File: src/hdl/sliding_window_median_filter_top_assert.svh
// Assertion macros shared by the median filter RTL.
`ifndef SLIDING_WINDOW_MEDIAN_FILTER_TOP_ASSERT_SVH
`define SLIDING_WINDOW_MEDIAN_FILTER_TOP_ASSERT_SVH
`ifndef ASSERT_OFF
// Combinational or implication property, checked outside reset
`define SWMF_ASSERT(lbl, clk, rst_n, prop) \
    lbl: assert property (@(posedge clk) disable iff (!rst_n) (prop)) \
        else $error("%m: assertion failed");
// Next-cycle implication, checked outside reset
`define SWMF_ASSERT_NEXT(lbl, clk, rst_n, pre, post) \
    lbl: assert property (@(posedge clk) disable iff (!rst_n) (pre) |=> (post)) \
        else $error("%m: assertion failed");
`else
`define SWMF_ASSERT(lbl, clk, rst_n, prop)
`define SWMF_ASSERT_NEXT(lbl, clk, rst_n, pre, post)
`endif
`endif

File: src/hdl/swmf_pkg.sv
// Package: widths, defaults and shared types of the median filter.
`timescale 1ns / 1ps
package swmf_pkg;

    // Sample and result width
    localparam int DATA_W = 16;
    // Fill count and rank width: holds any window size up to 15
    localparam int CNT_W = 4;

    localparam int WINDOW_SIZE_DEF = 5;
    localparam logic [DATA_W-1:0] INVALID_CODE_DEF = 16'hFFFF;
    localparam int QUEUE_DEPTH_DEF = 2;

    // Control part of one queued job
    typedef struct packed {
        logic             is_invalid;
        logic [CNT_W-1:0] fill_count;
    } t_job_ctrl;

endpackage

File: src/hdl/swmf_if.sv
// Stream interfaces for range samples in and median results out.
`timescale 1ns / 1ps
interface swmf_sample_if;
    logic                        valid;
    logic                        ready;
    logic [swmf_pkg::DATA_W-1:0] distance_sample;

    modport source (output valid, output distance_sample, input ready);
    modport sink   (input valid, input distance_sample, output ready);
endinterface

interface swmf_median_if;
    logic                        valid;
    logic                        ready;
    logic [swmf_pkg::DATA_W-1:0] median_distance;

    modport source (output valid, output median_distance, input ready);
    modport sink   (input valid, input median_distance, output ready);
endinterface

File: src/hdl/swmf_front.sv
// Front end: accepts samples, flags invalid ones, keeps the ring window.
`timescale 1ns / 1ps
module swmf_front #(
    parameter int                          WINDOW_SIZE  = swmf_pkg::WINDOW_SIZE_DEF,
    parameter logic [swmf_pkg::DATA_W-1:0] INVALID_CODE = swmf_pkg::INVALID_CODE_DEF
) (
    input  logic                                    i_clk,
    input  logic                                    i_rst_n,
    swmf_sample_if.sink                             i_sample,
    input  logic                                    i_push_ready,
    output logic                                    o_push,
    output swmf_pkg::t_job_ctrl                     o_ctrl,
    output logic [WINDOW_SIZE*swmf_pkg::DATA_W-1:0] o_window
);
    import swmf_pkg::*;

    localparam int PTR_W = (WINDOW_SIZE > 1) ? $clog2(WINDOW_SIZE) : 1;

    logic [DATA_W-1:0] r_window [WINDOW_SIZE];
    logic [DATA_W-1:0] n_window [WINDOW_SIZE];
    logic [PTR_W-1:0]  r_ptr, n_ptr;
    logic [CNT_W-1:0]  r_count, n_count;
    logic              accept;
    logic              is_invalid;

    assign i_sample.ready = i_push_ready;
    assign accept         = i_sample.valid && i_push_ready;
    assign is_invalid     = (i_sample.distance_sample == INVALID_CODE);

    // Ring write, pointer wrap and saturating fill count
    always_comb begin
        for (int i = 0; i < WINDOW_SIZE; i++) begin
            if (PTR_W'(i) == r_ptr) begin
                n_window[i] = i_sample.distance_sample;
            end else begin
                n_window[i] = r_window[i];
            end
        end
        if (r_ptr == PTR_W'(WINDOW_SIZE - 1)) begin
            n_ptr = '0;
        end else begin
            n_ptr = r_ptr + 1'b1;
        end
        if (r_count < CNT_W'(WINDOW_SIZE)) begin
            n_count = r_count + 1'b1;
        end else begin
            n_count = r_count;
        end
    end

    always_ff @(posedge i_clk) begin
        if (!i_rst_n) begin
            r_ptr   <= '0;
            r_count <= '0;
            for (int i = 0; i < WINDOW_SIZE; i++) begin
                r_window[i] <= INVALID_CODE;
            end
        end else if (accept && !is_invalid) begin
            r_ptr   <= n_ptr;
            r_count <= n_count;
            for (int i = 0; i < WINDOW_SIZE; i++) begin
                r_window[i] <= n_window[i];
            end
        end
    end

    // Job for the back end: window with this sample written in (an invalid sample is not kept)
    always_comb begin
        o_push            = accept;
        o_ctrl.is_invalid = is_invalid;
        o_ctrl.fill_count = n_count;
        for (int i = 0; i < WINDOW_SIZE; i++) begin
            o_window[i*DATA_W +: DATA_W] = n_window[i];
        end
    end

`include "sliding_window_median_filter_top_assert.svh"
    // compared at count width: a power-of-two window size does not fit the pointer
    `SWMF_ASSERT(a_ptr_range, i_clk, i_rst_n, CNT_W'(r_ptr) < CNT_W'(WINDOW_SIZE))
    `SWMF_ASSERT(a_count_range, i_clk, i_rst_n, r_count <= CNT_W'(WINDOW_SIZE))
    `SWMF_ASSERT(a_ptr_tracks_fill, i_clk, i_rst_n,
                 (r_count != CNT_W'(WINDOW_SIZE)) |-> (CNT_W'(r_ptr) == r_count))

endmodule

File: src/hdl/swmf_queue.sv
// Short job queue between front and back ends.
`timescale 1ns / 1ps
module swmf_queue #(
    parameter int DEPTH = swmf_pkg::QUEUE_DEPTH_DEF,
    parameter int W     = 16
) (
    input  logic         i_clk,
    input  logic         i_rst_n,
    input  logic         i_push,
    input  logic [W-1:0] i_data,
    output logic         o_not_full,
    input  logic         i_pop,
    output logic         o_not_empty,
    output logic [W-1:0] o_data
);
    localparam int PTR_W = (DEPTH > 1) ? $clog2(DEPTH) : 1;
    localparam int CNT_W = $clog2(DEPTH + 1);

    logic [W-1:0]     r_mem [DEPTH];
    logic [PTR_W-1:0] r_wr_ptr, r_rd_ptr;
    logic [CNT_W-1:0] r_count;

    assign o_not_full  = (r_count != CNT_W'(DEPTH));
    assign o_not_empty = (r_count != '0);
    assign o_data      = r_mem[r_rd_ptr];

    // Storage
    always_ff @(posedge i_clk) begin
        if (i_push) begin
            r_mem[r_wr_ptr] <= i_data;
        end
    end

    // Pointers and occupancy
    always_ff @(posedge i_clk) begin
        if (!i_rst_n) begin
            r_wr_ptr <= '0;
            r_rd_ptr <= '0;
            r_count  <= '0;
        end else begin
            if (i_push) begin
                r_wr_ptr <= (r_wr_ptr == PTR_W'(DEPTH - 1)) ? '0 : r_wr_ptr + 1'b1;
            end
            if (i_pop) begin
                r_rd_ptr <= (r_rd_ptr == PTR_W'(DEPTH - 1)) ? '0 : r_rd_ptr + 1'b1;
            end
            if (i_push && !i_pop) begin
                r_count <= r_count + 1'b1;
            end else if (i_pop && !i_push) begin
                r_count <= r_count - 1'b1;
            end
        end
    end

`include "sliding_window_median_filter_top_assert.svh"
    `SWMF_ASSERT(a_no_overflow, i_clk, i_rst_n, !(i_push && !o_not_full))
    `SWMF_ASSERT(a_no_underflow, i_clk, i_rst_n, !(i_pop && !o_not_empty))
    `SWMF_ASSERT_NEXT(a_push_fills, i_clk, i_rst_n, i_push && !i_pop, r_count != '0)

endmodule

File: src/hdl/swmf_back.sv
// Back end: rank-based median selection in two register stages.
`timescale 1ns / 1ps
module swmf_back #(
    parameter int                          WINDOW_SIZE  = swmf_pkg::WINDOW_SIZE_DEF,
    parameter logic [swmf_pkg::DATA_W-1:0] INVALID_CODE = swmf_pkg::INVALID_CODE_DEF
) (
    input  logic                                    i_clk,
    input  logic                                    i_rst_n,
    input  logic                                    i_job_valid,
    input  swmf_pkg::t_job_ctrl                     i_ctrl,
    input  logic [WINDOW_SIZE*swmf_pkg::DATA_W-1:0] i_window,
    output logic                                    o_pop,
    swmf_median_if.source                           o_median
);
    import swmf_pkg::*;

    logic [DATA_W-1:0]      win [WINDOW_SIZE];
    logic [WINDOW_SIZE-1:0] n_before [WINDOW_SIZE];

    logic                   r_s1_valid;
    t_job_ctrl              r_s1_ctrl;
    logic [DATA_W-1:0]      r_s1_win [WINDOW_SIZE];
    logic [WINDOW_SIZE-1:0] r_s1_before [WINDOW_SIZE];

    logic [CNT_W-1:0]       rank [WINDOW_SIZE];
    logic [CNT_W-1:0]       half;
    logic [DATA_W-1:0]      n_out_data;

    logic                   r_out_valid;
    logic [DATA_W-1:0]      r_out_data;
    logic                   adv_out;
    logic                   adv_s1;

    // Stall control: the output register frees, then stage one moves on
    assign adv_out = !r_out_valid || o_median.ready;
    assign adv_s1  = !r_s1_valid || adv_out;
    assign o_pop   = i_job_valid && adv_s1;

    // Stage one: pairwise order matrix over the filled entries.
    // Entry j sits before entry i if smaller, or equal with a lower index.
    always_comb begin
        for (int i = 0; i < WINDOW_SIZE; i++) begin
            win[i] = i_window[i*DATA_W +: DATA_W];
        end
        for (int i = 0; i < WINDOW_SIZE; i++) begin
            for (int j = 0; j < WINDOW_SIZE; j++) begin
                n_before[i][j] = (CNT_W'(j) < i_ctrl.fill_count) && (j != i) &&
                                 ((win[j] < win[i]) || ((win[j] == win[i]) && (j < i)));
            end
        end
    end

    always_ff @(posedge i_clk) begin
        if (!i_rst_n) begin
            r_s1_valid <= 1'b0;
        end else if (adv_s1) begin
            r_s1_valid <= i_job_valid;
        end
    end

    always_ff @(posedge i_clk) begin
        if (o_pop) begin
            r_s1_ctrl <= i_ctrl;
            for (int i = 0; i < WINDOW_SIZE; i++) begin
                r_s1_win[i]    <= win[i];
                r_s1_before[i] <= n_before[i];
            end
        end
    end

    // Stage two: rank of each entry, pick the one at rank count/2; an invalid job gives the invalid code
    always_comb begin
        half       = r_s1_ctrl.fill_count >> 1;
        n_out_data = '0;
        for (int i = 0; i < WINDOW_SIZE; i++) begin
            rank[i] = '0;
            for (int j = 0; j < WINDOW_SIZE; j++) begin
                rank[i] = rank[i] + CNT_W'(r_s1_before[i][j]);
            end
        end
        for (int i = 0; i < WINDOW_SIZE; i++) begin
            if ((CNT_W'(i) < r_s1_ctrl.fill_count) && (rank[i] == half)) begin
                n_out_data = n_out_data | r_s1_win[i];
            end
        end
        if (r_s1_ctrl.is_invalid) begin
            n_out_data = INVALID_CODE;
        end
    end

    // Output register
    always_ff @(posedge i_clk) begin
        if (!i_rst_n) begin
            r_out_valid <= 1'b0;
        end else if (adv_out) begin
            r_out_valid <= r_s1_valid;
        end
    end

    always_ff @(posedge i_clk) begin
        if (adv_out && r_s1_valid) begin
            r_out_data <= n_out_data;
        end
    end

    assign o_median.valid           = r_out_valid;
    assign o_median.median_distance = r_out_data;

endmodule

File: src/hdl/sliding_window_median_filter_top.sv
// Path: a sample's job passes through the job queue, the stage-one register and the output register.
// Throughput: one sample per cycle; input ready falls only when the job queue is full.
// The order matrix is built in stage one and ranks are counted and selected in stage two.
// Reset (synchronous, active low): window to the invalid code, pointer and count to zero,
// queue and pipeline emptied.
`timescale 1ns / 1ps
module sliding_window_median_filter_top #(
    parameter int                          WINDOW_SIZE  = swmf_pkg::WINDOW_SIZE_DEF,
    parameter logic [swmf_pkg::DATA_W-1:0] INVALID_CODE = swmf_pkg::INVALID_CODE_DEF,
    parameter int                          QUEUE_DEPTH  = swmf_pkg::QUEUE_DEPTH_DEF
) (
    input  logic          i_clk,
    input  logic          i_rst_n,
    swmf_sample_if.sink   i_sample,
    swmf_median_if.source o_median
);
    import swmf_pkg::*;

    localparam int WIN_W   = WINDOW_SIZE * DATA_W;
    localparam int ENTRY_W = $bits(t_job_ctrl) + WIN_W;

    logic               push;
    logic               push_ready;
    t_job_ctrl          push_ctrl;
    logic [WIN_W-1:0]   push_window;
    logic               pop;
    logic               job_valid;
    logic [ENTRY_W-1:0] head;
    t_job_ctrl          job_ctrl;
    logic [WIN_W-1:0]   job_window;

    swmf_front #(
        .WINDOW_SIZE  (WINDOW_SIZE),
        .INVALID_CODE (INVALID_CODE)
    ) u_front (
        .i_clk        (i_clk),
        .i_rst_n      (i_rst_n),
        .i_sample     (i_sample),
        .i_push_ready (push_ready),
        .o_push       (push),
        .o_ctrl       (push_ctrl),
        .o_window     (push_window)
    );

    swmf_queue #(
        .DEPTH (QUEUE_DEPTH),
        .W     (ENTRY_W)
    ) u_queue (
        .i_clk       (i_clk),
        .i_rst_n     (i_rst_n),
        .i_push      (push),
        .i_data      ({push_ctrl, push_window}),
        .o_not_full  (push_ready),
        .i_pop       (pop),
        .o_not_empty (job_valid),
        .o_data      (head)
    );

    assign job_ctrl   = head[ENTRY_W-1 -: $bits(t_job_ctrl)];
    assign job_window = head[WIN_W-1:0];

    swmf_back #(
        .WINDOW_SIZE  (WINDOW_SIZE),
        .INVALID_CODE (INVALID_CODE)
    ) u_back (
        .i_clk       (i_clk),
        .i_rst_n     (i_rst_n),
        .i_job_valid (job_valid),
        .i_ctrl      (job_ctrl),
        .i_window    (job_window),
        .o_pop       (pop),
        .o_median    (o_median)
    );

endmodule

File: src/flat_wrapper.sv
// flat-port wrapper written by rule: the top's interface ports become plain ports
module sliding_window_median_filter_top_flat import swmf_pkg::*;
#(
    parameter int                          WINDOW_SIZE  = swmf_pkg::WINDOW_SIZE_DEF,
    parameter logic [swmf_pkg::DATA_W-1:0] INVALID_CODE = swmf_pkg::INVALID_CODE_DEF,
    parameter int                          QUEUE_DEPTH  = swmf_pkg::QUEUE_DEPTH_DEF
)
  (i_clk, i_rst_n, i_sample_valid, i_sample_distance_sample, i_sample_ready, o_median_valid, o_median_median_distance, o_median_ready);
  swmf_sample_if i_sample_i ();
  swmf_median_if o_median_i ();
  input  logic i_clk;
  input  logic i_rst_n;
  input wire logic [$bits(i_sample_i.valid)-1:0] i_sample_valid;
  input wire logic [$bits(i_sample_i.distance_sample)-1:0] i_sample_distance_sample;
  output wire logic [$bits(i_sample_i.ready)-1:0] i_sample_ready;
  output wire logic [$bits(o_median_i.valid)-1:0] o_median_valid;
  output wire logic [$bits(o_median_i.median_distance)-1:0] o_median_median_distance;
  input wire logic [$bits(o_median_i.ready)-1:0] o_median_ready;
  assign i_sample_i.valid = i_sample_valid;
  assign i_sample_i.distance_sample = i_sample_distance_sample;
  assign i_sample_ready = i_sample_i.ready;
  assign o_median_valid = o_median_i.valid;
  assign o_median_median_distance = o_median_i.median_distance;
  assign o_median_i.ready = o_median_ready;
  sliding_window_median_filter_top #(.WINDOW_SIZE(WINDOW_SIZE), .INVALID_CODE(INVALID_CODE), .QUEUE_DEPTH(QUEUE_DEPTH)) u_core (.i_clk(i_clk), .i_rst_n(i_rst_n), .i_sample(i_sample_i), .o_median(o_median_i));
endmodule
File: config.mk
export PLATFORM = sky130hd
export DESIGN_NAME = sliding_window_median_filter_top_flat
export DESIGN_NICKNAME = d
export VERILOG_FILES = /design/src/hdl/swmf_pkg.sv /design/src/hdl/swmf_if.sv /design/src/hdl/swmf_front.sv /design/src/hdl/swmf_queue.sv /design/src/hdl/swmf_back.sv /design/src/hdl/sliding_window_median_filter_top.sv /design/src/flat_wrapper.sv
export VERILOG_INCLUDE_DIRS = /design/src /design/src/hdl
export SDC_FILE = /design/constraint.sdc
export NUM_CORES = 1
export LEC_CHECK = 0
export ABC_CLOCK_PERIOD_IN_PS = 5500
export BUFFER_PORTS_ARGS = -buffer_cell sky130_fd_sc_hd__buf_2
export CORE_ASPECT_RATIO = 0.8
export CORE_UTILIZATION = 60
export DETAILED_ROUTE_END_ITERATION = 7
export GPL_TIMING_DRIVEN = 1
export PLACE_DENSITY_LB_ADDON = 0.05
export SLEW_MARGIN = 20
export SYNTH_ARGS = -nofsm -noshare
export SYNTH_HDL_FRONTEND = slang
export SYNTH_SLANG_ARGS = --single-unit
File: constraint.sdc
create_clock -name i_clk -period 5.5 [get_ports i_clk]
set_input_delay 0 -clock i_clk [delete_from_list [all_inputs] [get_ports i_clk]]
set_output_delay 0 -clock i_clk [all_outputs]
set_load 0.01 [all_outputs]
[Yosys cells after proc, flatten, opt, wreduce, memory -nomap -nowiden]
Memory sizes are Yosys's and may differ from the RTL's. A register that Yosys moved wholly into a read port is not among the register bits.
Cells that the tools add are included.
Cells by class
  add/subtract/negate cells: 26
  multipliers: 0
  divide/modulo/power cells: 0
  $lt $le $gt $ge: 31
  equality and inequality tests: 22
  shift operators: 0
  multiplexer cells: 31
  bitwise logic cells: 9
  reductions and logical operators: 51
Operator list (number)
  16-bit < comparator: 20
  16-bit two-way mux: 15
  16-bit == test: 10
  16-bit bitwise OR: 4
  1-bit logical AND: 31
  3-bit by 1-bit adder with 4-bit output: 5
  4-bit by 1-bit adder with 4-bit output: 5
  4-bit by 3-bit == test with 1-bit output: 5
  16-bit == test, second input constant: 1
  1-bit by 4-bit < comparator with 1-bit output, first input constant: 4
  2-bit by 4-bit < comparator with 1-bit output, first input constant: 4
  2-bit by 1-bit adder with 3-bit output: 5
  1-bit logical OR: 12
  1-bit two-way mux: 12
  1-bit by 1-bit adder with 2-bit output: 5
  3-bit by 4-bit < comparator with 1-bit output, first input constant: 2
  2-bit by 3-bit == test with 1-bit output, first input constant: 2
  1-bit logical NOT: 5
  1-bit bitwise OR: 5
  4-bit by 1-bit adder with 4-bit output, second input constant: 1
  4-bit by 3-bit < comparator with 1-bit output, second input constant: 1
  2-bit two-way mux: 2
  4-bit two-way mux: 1
  2-bit nonzero test: 2
  10 further kinds: 11
Word-level totals
  bits in registers: 34
  bits in latches: 0
  bits in writable memories: 355
  bits in read-only memories: 0
  output and inout port bits: 18
  memories kept: 4
Memories
  u_core.u_queue.r_mem: depth 2, bits a word 85, read ports 1, clocked after Yosys merged registers in 1, wr ports 1, RTL line swmf_queue.sv:19  | logic [W-1:0] r_mem [DEPTH];
  u_core.u_back.r_s1_win: depth 5, bits a word 16, read ports 5, clocked after Yosys merged registers in 0, wr ports 5, RTL line swmf_back.sv:22  | logic [DATA_W-1:0] r_s1_win [WINDOW_SIZE];
  u_core.u_front.r_window: depth 5, bits a word 16, read ports 5, clocked after Yosys merged registers in 0, wr ports 5, RTL line swmf_front.sv:19  | logic [DATA_W-1:0] r_window [WINDOW_SIZE];
  u_core.u_back.r_s1_before: depth 5, bits a word 5, read ports 5, clocked after Yosys merged registers in 0, wr ports 5, RTL line swmf_back.sv:23  | logic [WINDOW_SIZE-1:0] r_s1_before [WINDOW_SIZE];

[Logic depth before layout (Yosys ltp)]
Gate-level depths: netlist of run 1.
An unclocked memory read counts as a cell.
  depth after elaboration: 16
  gate-level depth with buffers: 11
  mapped depth without buffers: 10

[Hierarchy]
A second synthesis of run 1 with hierarchy kept.
Second synthesis, totals
  cells, all modules: 1373
  area, all modules: 19398.6 um^2
Modules (own cells, without submodules)
  swmf_back: instances 1, cells each 772, area each 8600.7 um^2, sequential area each 3673.5 um^2
  swmf_queue: instances 1, cells each 286, area each 6359.8 um^2, sequential area each 5205.0 um^2
  swmf_front: instances 1, cells each 315, area each 4438.0 um^2, sequential area each 2542.4 um^2

[Least setup slack after synthesis of run 1]
No wires, ideal clock.
  path kind: reg-to-reg
  start point: reg u_core.u_queue.r_count[0]
  end point: mem u_core.u_queue.r_mem[0][0] (netlist bit), enable pin
  setup time: 0.529 ns
  arrival: 4.298 ns
  data required time: 4.971 ns
  path slack: 0.672 ns
  stages on the path, launching flop included: 4
  buffers on the path: 0
  clock period less this slack: 4.828 ns
  cell sequence: dfxtp_1 nand2b_1 nand2_1 nor2_1
On the way
  word-level cells in the longest chain between the ends: 4
Ends and longest elaborated chain
  start: declaration: RTL line swmf_queue.sv:21  | logic [CNT_W-1:0] r_count;
  start signal: assignment: RTL line swmf_queue.sv:48  | r_count <= r_count + 1'b1;
  start signal: assignment: RTL line swmf_queue.sv:50  | r_count <= r_count - 1'b1;
  2-bit inequality test: RTL line swmf_queue.sv:23  | assign o_not_full = (r_count != CNT_W'(DEPTH));
  net i_sample_ready: RTL line flat_wrapper.sv:15  | output wire logic [$bits(i_sample_i.ready)-1:0] i_sample_ready;
  1-bit logical AND: RTL line swmf_front.sv:27  | assign accept = i_sample.valid && i_push_ready;
  1-bit two-way mux: RTL line swmf_queue.sv:29  | if (i_push) begin
  1-bit two-way mux (not written as such): RTL line swmf_queue.sv:30  | r_mem[r_wr_ptr] <= i_data;
  end: declaration: RTL line swmf_queue.sv:19
The timed path passes the listed nets, and every way through them passes these cells.

==> results of run 1 <==
[area by class of cell]
class / count / area, um^2
tap: 420 / 526
sequential: 385 / 11400
clock inverter: 23 / 235
timing repair buffer: 69 / 493
multi-input combinational: 871 / 7230
inverter: 92 / 349
fill: 2223 / 10200
clock buffer: 46 / 1010
[sequential cells by signal, summed over array words and instances, names as in the netlist, named ones only]
register / cells
u_core.u_back.half: 3
u_core.u_back.o_median.median_distance: 16
u_core.u_back.o_median.valid: 1
u_core.u_back.r_s1_before: 20
u_core.u_back.r_s1_ctrl: 2
u_core.u_back.r_s1_valid: 1
u_core.u_back.r_s1_win: 80
u_core.u_front.r_count: 4
u_core.u_front.r_ptr: 3
u_core.u_front.r_window: 80
u_core.u_queue.r_count: 2
u_core.u_queue.r_mem: 170
u_core.u_queue.r_rd_ptr: 1
u_core.u_queue.r_wr_ptr: 1
[kinds of logic (layout without fill, tap and decap cells)]
family                     Yosys count  after routing  share of synthesized area
AOI/OAI and AO/OA                  185            185                     0.0615
xor gates and xnor gates            17             17                    0.00778
adders and majority gates          183            183                      0.122
buffers and inverters              129            230                     0.0273
DFF                                385            385                      0.597
muxes                              165            165                     0.0929
and+or+nand+nor                    321            321                     0.0921
[power groups by stage]
stage	clock network, uW	logic [uW]	registers, uW
final	2620	3870	4320
after global routing	2760	4250	4360
after CTS	2650	3860	4320
after detailed placement	0	3830	4380
after global placement	0	3730	4370
after floorplan	0	2750	4280
[worst max-delay path by stage]
stage | start | endpoint | slack [ps] | depth (start not counted)
after floorplan | u_core.u_queue.r_count[0] | u_core.u_queue.r_mem[0][0] | 670 | 3
after global placement | flop | u_core.u_back.r_s1_before[0][15] | 1800 | 9
after detailed placement | flop | u_core.u_back.r_s1_before[0][22] | 1770 | 10
after CTS | flop | u_core.u_back.r_s1_before[0][22] | 1780 | 10
after global routing | flop | u_core.u_back.r_s1_before[0][22] | 1600 | 10
final | flop | u_core.u_back.r_s1_before[0][17] | 1740 | 10
[worst min-delay path, stage by stage]
cell	delay, ps
dlygate4sd3_1	510
buf_2	110
a32o_1	110
[cell usage in the layout (no fill, tap or decap), types with 6 or more instances in the layout]
| cell type | instances |
|---|---|
| a21oi_1 | 91 |
| clkbuf_16 | 39 |
| inv_1 | 90 |
| xor2_1 | 10 |
| nand3b_1 | 7 |
| a221o_1 | 16 |
| buf_4 | 12 |
| nor2_1 | 28 |
| a32oi_1 | 16 |
| dlygate4sd3_1 | 19 |
| ha_1 | 178 |
| nand2_1 | 79 |
| nand4_1 | 34 |
| o21ai_0 | 31 |
| clkinv_2 | 9 |
| buf_2 | 37 |
| nor2b_1 | 13 |
| xnor2_1 | 6 |
| mux2i_1 | 64 |
| dfxtp_1 | 13 |
| clkinv_1 | 6 |
| and3_1 | 10 |
| nor4_1 | 20 |
| nor3_1 | 21 |
| mux2_2 | 101 |
| nand2b_1 | 82 |
| a21boi_0 | 9 |
| clkbuf_1 | 6 |
| edfxtp_1 | 371 |
| and2_1 | 6 |
[layer usage]
metal	global-route usage	vias up	part of all wire
met3	0.0530	61	0.081
li1	-	5404	-
met4	0.0809	0	0.022
met1	0.434	5744	0.47
met2	0.404	416	0.42
met5	0	-	0
[metrics by stage]
stage / util / setup slack (ps) / power [uW] / cell area (um^2)
6_report: 0.677 / 1740 / 10800 / 21300
3_5_place_dp: 0.630 / 1770 / 8210 / 19800
4_1_cts: 0.676 / 1780 / 10800 / 21200
3_3_place_gp: 0.630 / 1800 / 8110 / 19800
2_1_floorplan: - / 672 / 7030 / 19100
5_1_grt: 0.677 / 1600 / 11400 / 21300
[what timing repair did]
item	4_1_cts	5_1_grt
hold buffers	19	0
endpoints found under the setup margin	0	0
endpoints found under the hold margin	209	0
==> results.cfg, run 1 <==
[cells_and_area]
drive_above_1_share = 0.150
fin_cells = 1906
nets = 1661
antenna_cells = 0
syn_to_final_growth_pct = 11.1

[drt]
drt_first_iter_violations = 981
postRouteAntennaNets = 0
wire_per_inst_um = 23.6
dr.pass1.iters = 7
post-route-drc-count = 0
vias = 11600
viasPerCell = 6.10
wirelength_um = 45100

[hold_path]
min_to = u_core.u_front.r_count[3]
hold_class = in2reg
whs_path_depth = 3
holdCritStartpoint = i_rst_n

[power_and_ir_drop]
power_per_cell_area_nw_per_um2 = 508
ir_drop_v = 0.000354
combPwrFrac = 0.358
power.switching_fraction = 0.358
switching_power_uw = 3880
p_int_uw = 6940
p_leak_uw = 0.00711
pwr-share-clk = 0.242
seq_power_share = 0.400

[timing]
finClkSkew_ps = 15.0
setup_violations = 0
timing_max_transition_violations_final = 0
min_period_over_period = 0.684
holdWs_ps = 219
finalHoldViolations = 0
rsz0062_at_grt = false
max-slew-margin-rel = 0.251
worst_slew_pin_slew_ps = 1120
fmax_mhz = 266
finalSetupTns_ps = 0
min_period_ps = 3760

[placement]
post-dp-hpwl_um = 32200
io_buffers = 37
routabilityCongestion = 0.946
dp.cells = 1817

[outcome]
outcome = complete, no violations

[critical_path]
crit_arrival_ps = 4060
crit_path_cell_trace = buf_4 > buf_4 > mux2i_1 > inv_1 > ha_1 > nand4_1 > nor4_1 > a21bo_2 > nand3_1 > a21oi_1
rrSetupSlack_ps = 1740
ff2ff_path_depth = 10
crit_top_cell = buf_4
max_stage_delay_ps = 790
critPathKind = reg2reg
worstSetupEndpointType = flop
start_kind = flop
reg2reg_to = u_core.u_back.r_s1_before[0][17]
critPathMaxFanout = 42
required_ps = 5800
cp_slowest_cell = dfxtp_4
crit_buf_inv = 3
crit_family = buffers and inverters

[clock_tree]
post_cts_resized = 0
clkTransAtPathRegs_ps = 60
clk_latency_ps = 550
clk_path_buf_depth = 3
cts_tree = yes
numCtsBuffers = 39
h-tree-depth = 2
post_cts_buffers = 0
cts_root_buf = clkbuf_16
cts_sinks = 385

[global_routing]
overflow = 0
grt_use_total = 0.281
grt_pass1_wl_um = 67500
antenna_found_initial = 1
grt_pass1_vias = 11200
grt_max_degree = 86

[yosys]
synth_top_area_frac = 0.582
syn_area_per_cell_um2 = 13.8
synth_fp_nets = 1588
yosys_warnings = 0
syn_inst = 1385
yosys_most_used_dff = edfxtp_1
synth_cell_type_count = 50
syn_area_um2 = 19100
synth.top_cells.by_area = edfxtp_1 58%, ha_1 12%, mux2_2 5.9%, mux2i_1 3.3%, nand2b_1 2.7%
ys_seq_area_frac = 0.597
synth_commonest_cells = 371 x edfxtp_1, 178 x ha_1, 101 x mux2_2
async_flop_share = 0
synth_edf_count = 371
synth_most_common_cell = edfxtp_1
yosys.area.top_type = edfxtp_1
ys_ff_latch = 385

[floorplan]
io_pins = 38
die_x_um = 202
fp.dieH_um = 162
num_rows = 58
coreArea_um2 = 31400
start_util = 0.609
dieArea_um2 = 32600

[flow_run]
drv_cap = 0
No activity file was read; power rests on OpenSTA's default activity.
==> run 2: changes to the inputs <==
--- a/config.mk
+++ b/config.mk
@@ -6,7 +6,7 @@
 export SDC_FILE = /design/constraint.sdc
 export NUM_CORES = 1
 export LEC_CHECK = 0
-export ABC_CLOCK_PERIOD_IN_PS = 5500
+export ABC_CLOCK_PERIOD_IN_PS = 3600
 export BUFFER_PORTS_ARGS = -buffer_cell sky130_fd_sc_hd__buf_2
 export CORE_ASPECT_RATIO = 0.8
 export CORE_UTILIZATION = 60
==> constraint.sdc (replaced) <==
create_clock -name i_clk -period 3.6 [get_ports i_clk]
set_input_delay 0 -clock i_clk [delete_from_list [all_inputs] [get_ports i_clk]]
set_output_delay 0 -clock i_clk [all_outputs]
set_load 0.01 [all_outputs]
==> results.cfg, run 2 (same netlist as run 1, synthesis figures left out) <==
[timing]
min_period_over_period = 0.958
finalSetupTns_ps = 0
setup_violations = 0
min_period_ps = 3450
finClkSkew_ps = 14.9
worst_slew_pin_slew_ps = 1100
setup_slack_ps = 153
timing_max_transition_violations_final = 0
fmax_mhz = 290
max-slew-margin-rel = 0.264
rsz0062_at_grt = false
finalHoldViolations = 0

[placement]
dp_slack_ps = 186
post-dp-hpwl_um = 32900
io_buffers = 37
routabilityCongestion = 0.905

[cells_and_area]
fill_cells = 2244
mostFrequentLayoutCell = edfxtp_1
nets = 1710
layout_common_cells = 371 x edfxtp_1, 178 x ha_1, 101 x mux2_2
syn_to_final_growth_pct = 13.1
largestRegisters = u_core.u_queue.r_mem (170), u_core.u_back.r_s1_win (80), u_core.u_front.r_window (80)
drive_above_1_share = 0.174
regMostFlops = u_core.u_queue.r_mem
largest_reg_flops = 170
antenna_cells = 0

[floorplan]
fp.dieH_um = 162
coreArea_um2 = 31400
num_rows = 58
dieArea_um2 = 32600
start_util = 0.609
die_x_um = 202
io_pins = 38

[clock_tree]
clk_path_buf_depth = 3
clk_latency_ps = 550
cts_root_buf = clkbuf_16
cts_tree = yes
numCtsBuffers = 38
cts_sinks = 385
h-tree-depth = 2
post_cts_resized = 0
post_cts_buffers = 0
clkTransAtPathRegs_ps = 60

[flow_run]
drv_cap = 0

[global_routing]
grt_max_degree = 81
antenna_found_initial = 1
grt_pass1_wl_um = 69800
grt_pass1_vias = 11600
overflow = 0
grt_use_total = 0.288

[critical_path]
critPathMaxFanout = 28
crit_top_cell = a21boi_0
critPathKind = reg2reg
max_stage_delay_ps = 660
start_kind = flop
crit_path_cell_trace = buf_4 > mux2i_1 > inv_1 > ha_1 > nand4_1 > nor4_1 > a21boi_0 > nand3b_1 > a21boi_0
cp_slowest_cell = dfxtp_4
crit_arrival_ps = 3730
required_ps = 3890
worstSetupEndpointType = flop

[drt]
vias = 12000
drt_first_iter_violations = 998
wirelength_um = 45900
dr.pass1.iters = 5
viasPerCell = 6.12
wire_per_inst_um = 23.5
postRouteAntennaNets = 0
post-route-drc-count = 0

[outcome]
outcome = complete, no violations

[power_and_ir_drop]
p_leak_uw = 0.00736
power_per_cell_area_nw_per_um2 = 767
power_uw = 16600
ir_drop_v = 0.000579

[hold_path]
hold_class = in2reg
[run 2: cell types whose count changed in the layout (fill, tap and decap cells not counted), sizes merged]
| cell | change |
|---|---|
| buf | +51 |
| bufinv | -1 |
| clkbuf | +1 |
| clkinv | +1 |
| clkinvlp | -1 |
| dlygate4sd3 | -1 |
[run 2: area by class of cell]
class                   count  area [um^2]  share of cell area
clock buffers              47         1010              0.0465
repair buffers            119          921              0.0426
clock inverters            22          199             0.00919
multi-input cells         871         7220               0.334
well taps                 420          526              0.0243
flip-flops and latches    385        11400               0.528
inverters                  92          348              0.0161
[run 2: repair_timing]
action                                  in CTS  in global routing
endpoints found under the setup margin       0                  0
hold buffers                                18                  0
endpoints found under the hold margin      183                  0
[run 2: path summary, 6_finish.rpt]
| check | from | endpoint | slack [ps] | cells after the start |
|---|---|---|---|---|
| setup / recovery | flop | u_core.u_back.r_s1_before[0][23] | 150 | 9 |
| hold / removal | i_sample_valid | u_core.u_queue.r_wr_ptr | 60 | 4 |
| setup reg to reg | flop | u_core.u_back.r_s1_before[0][23] | 150 | 9 |
| hold reg to reg | u_core.u_front.r_ptr[2] | u_core.u_front.r_ptr[2] | 490 | 1 |
[run 2: power breakdown]
group          internal, uW  switching (uW)
clock                  2220            1670
combinational          2290            3850
sequential             6150             426
total                 10700            5940
[run 2: metal layers]
metal | global-route usage | vias to the layer above | wire length, um
li1 | - | 5515 | -
met1 | 0.461 | 5950 | 22200
met2 | 0.414 | 431 | 19500
met3 | 0.0417 | 67 | 3430
met4 | 0.0682 | 2 | 824
met5 | 0 | - | 12
[run 2: through the flow]
stage,cells,hold slack (ps),cell area (um^2),utilization
3_5_place_dp,1869,257,20300,0.644
3_3_place_gp,1869,254,20300,0.644
4_1_cts,1956,31.8,21600,0.689
6_report,1956,58.4,21600,0.689
5_1_grt,1956,113,21600,0.689
2_1_floorplan,1385,122,19100,-
[run 2: critical path: cells and delay by family, from the launching register on]
kind,cells,cell delay [ps]
AOI/OAI and AO/OA,2,300
adders and majority gates,1,350
buffers and inverters,2,630
DFF,1,660
muxes,1,640
and+or+nand+nor,3,590
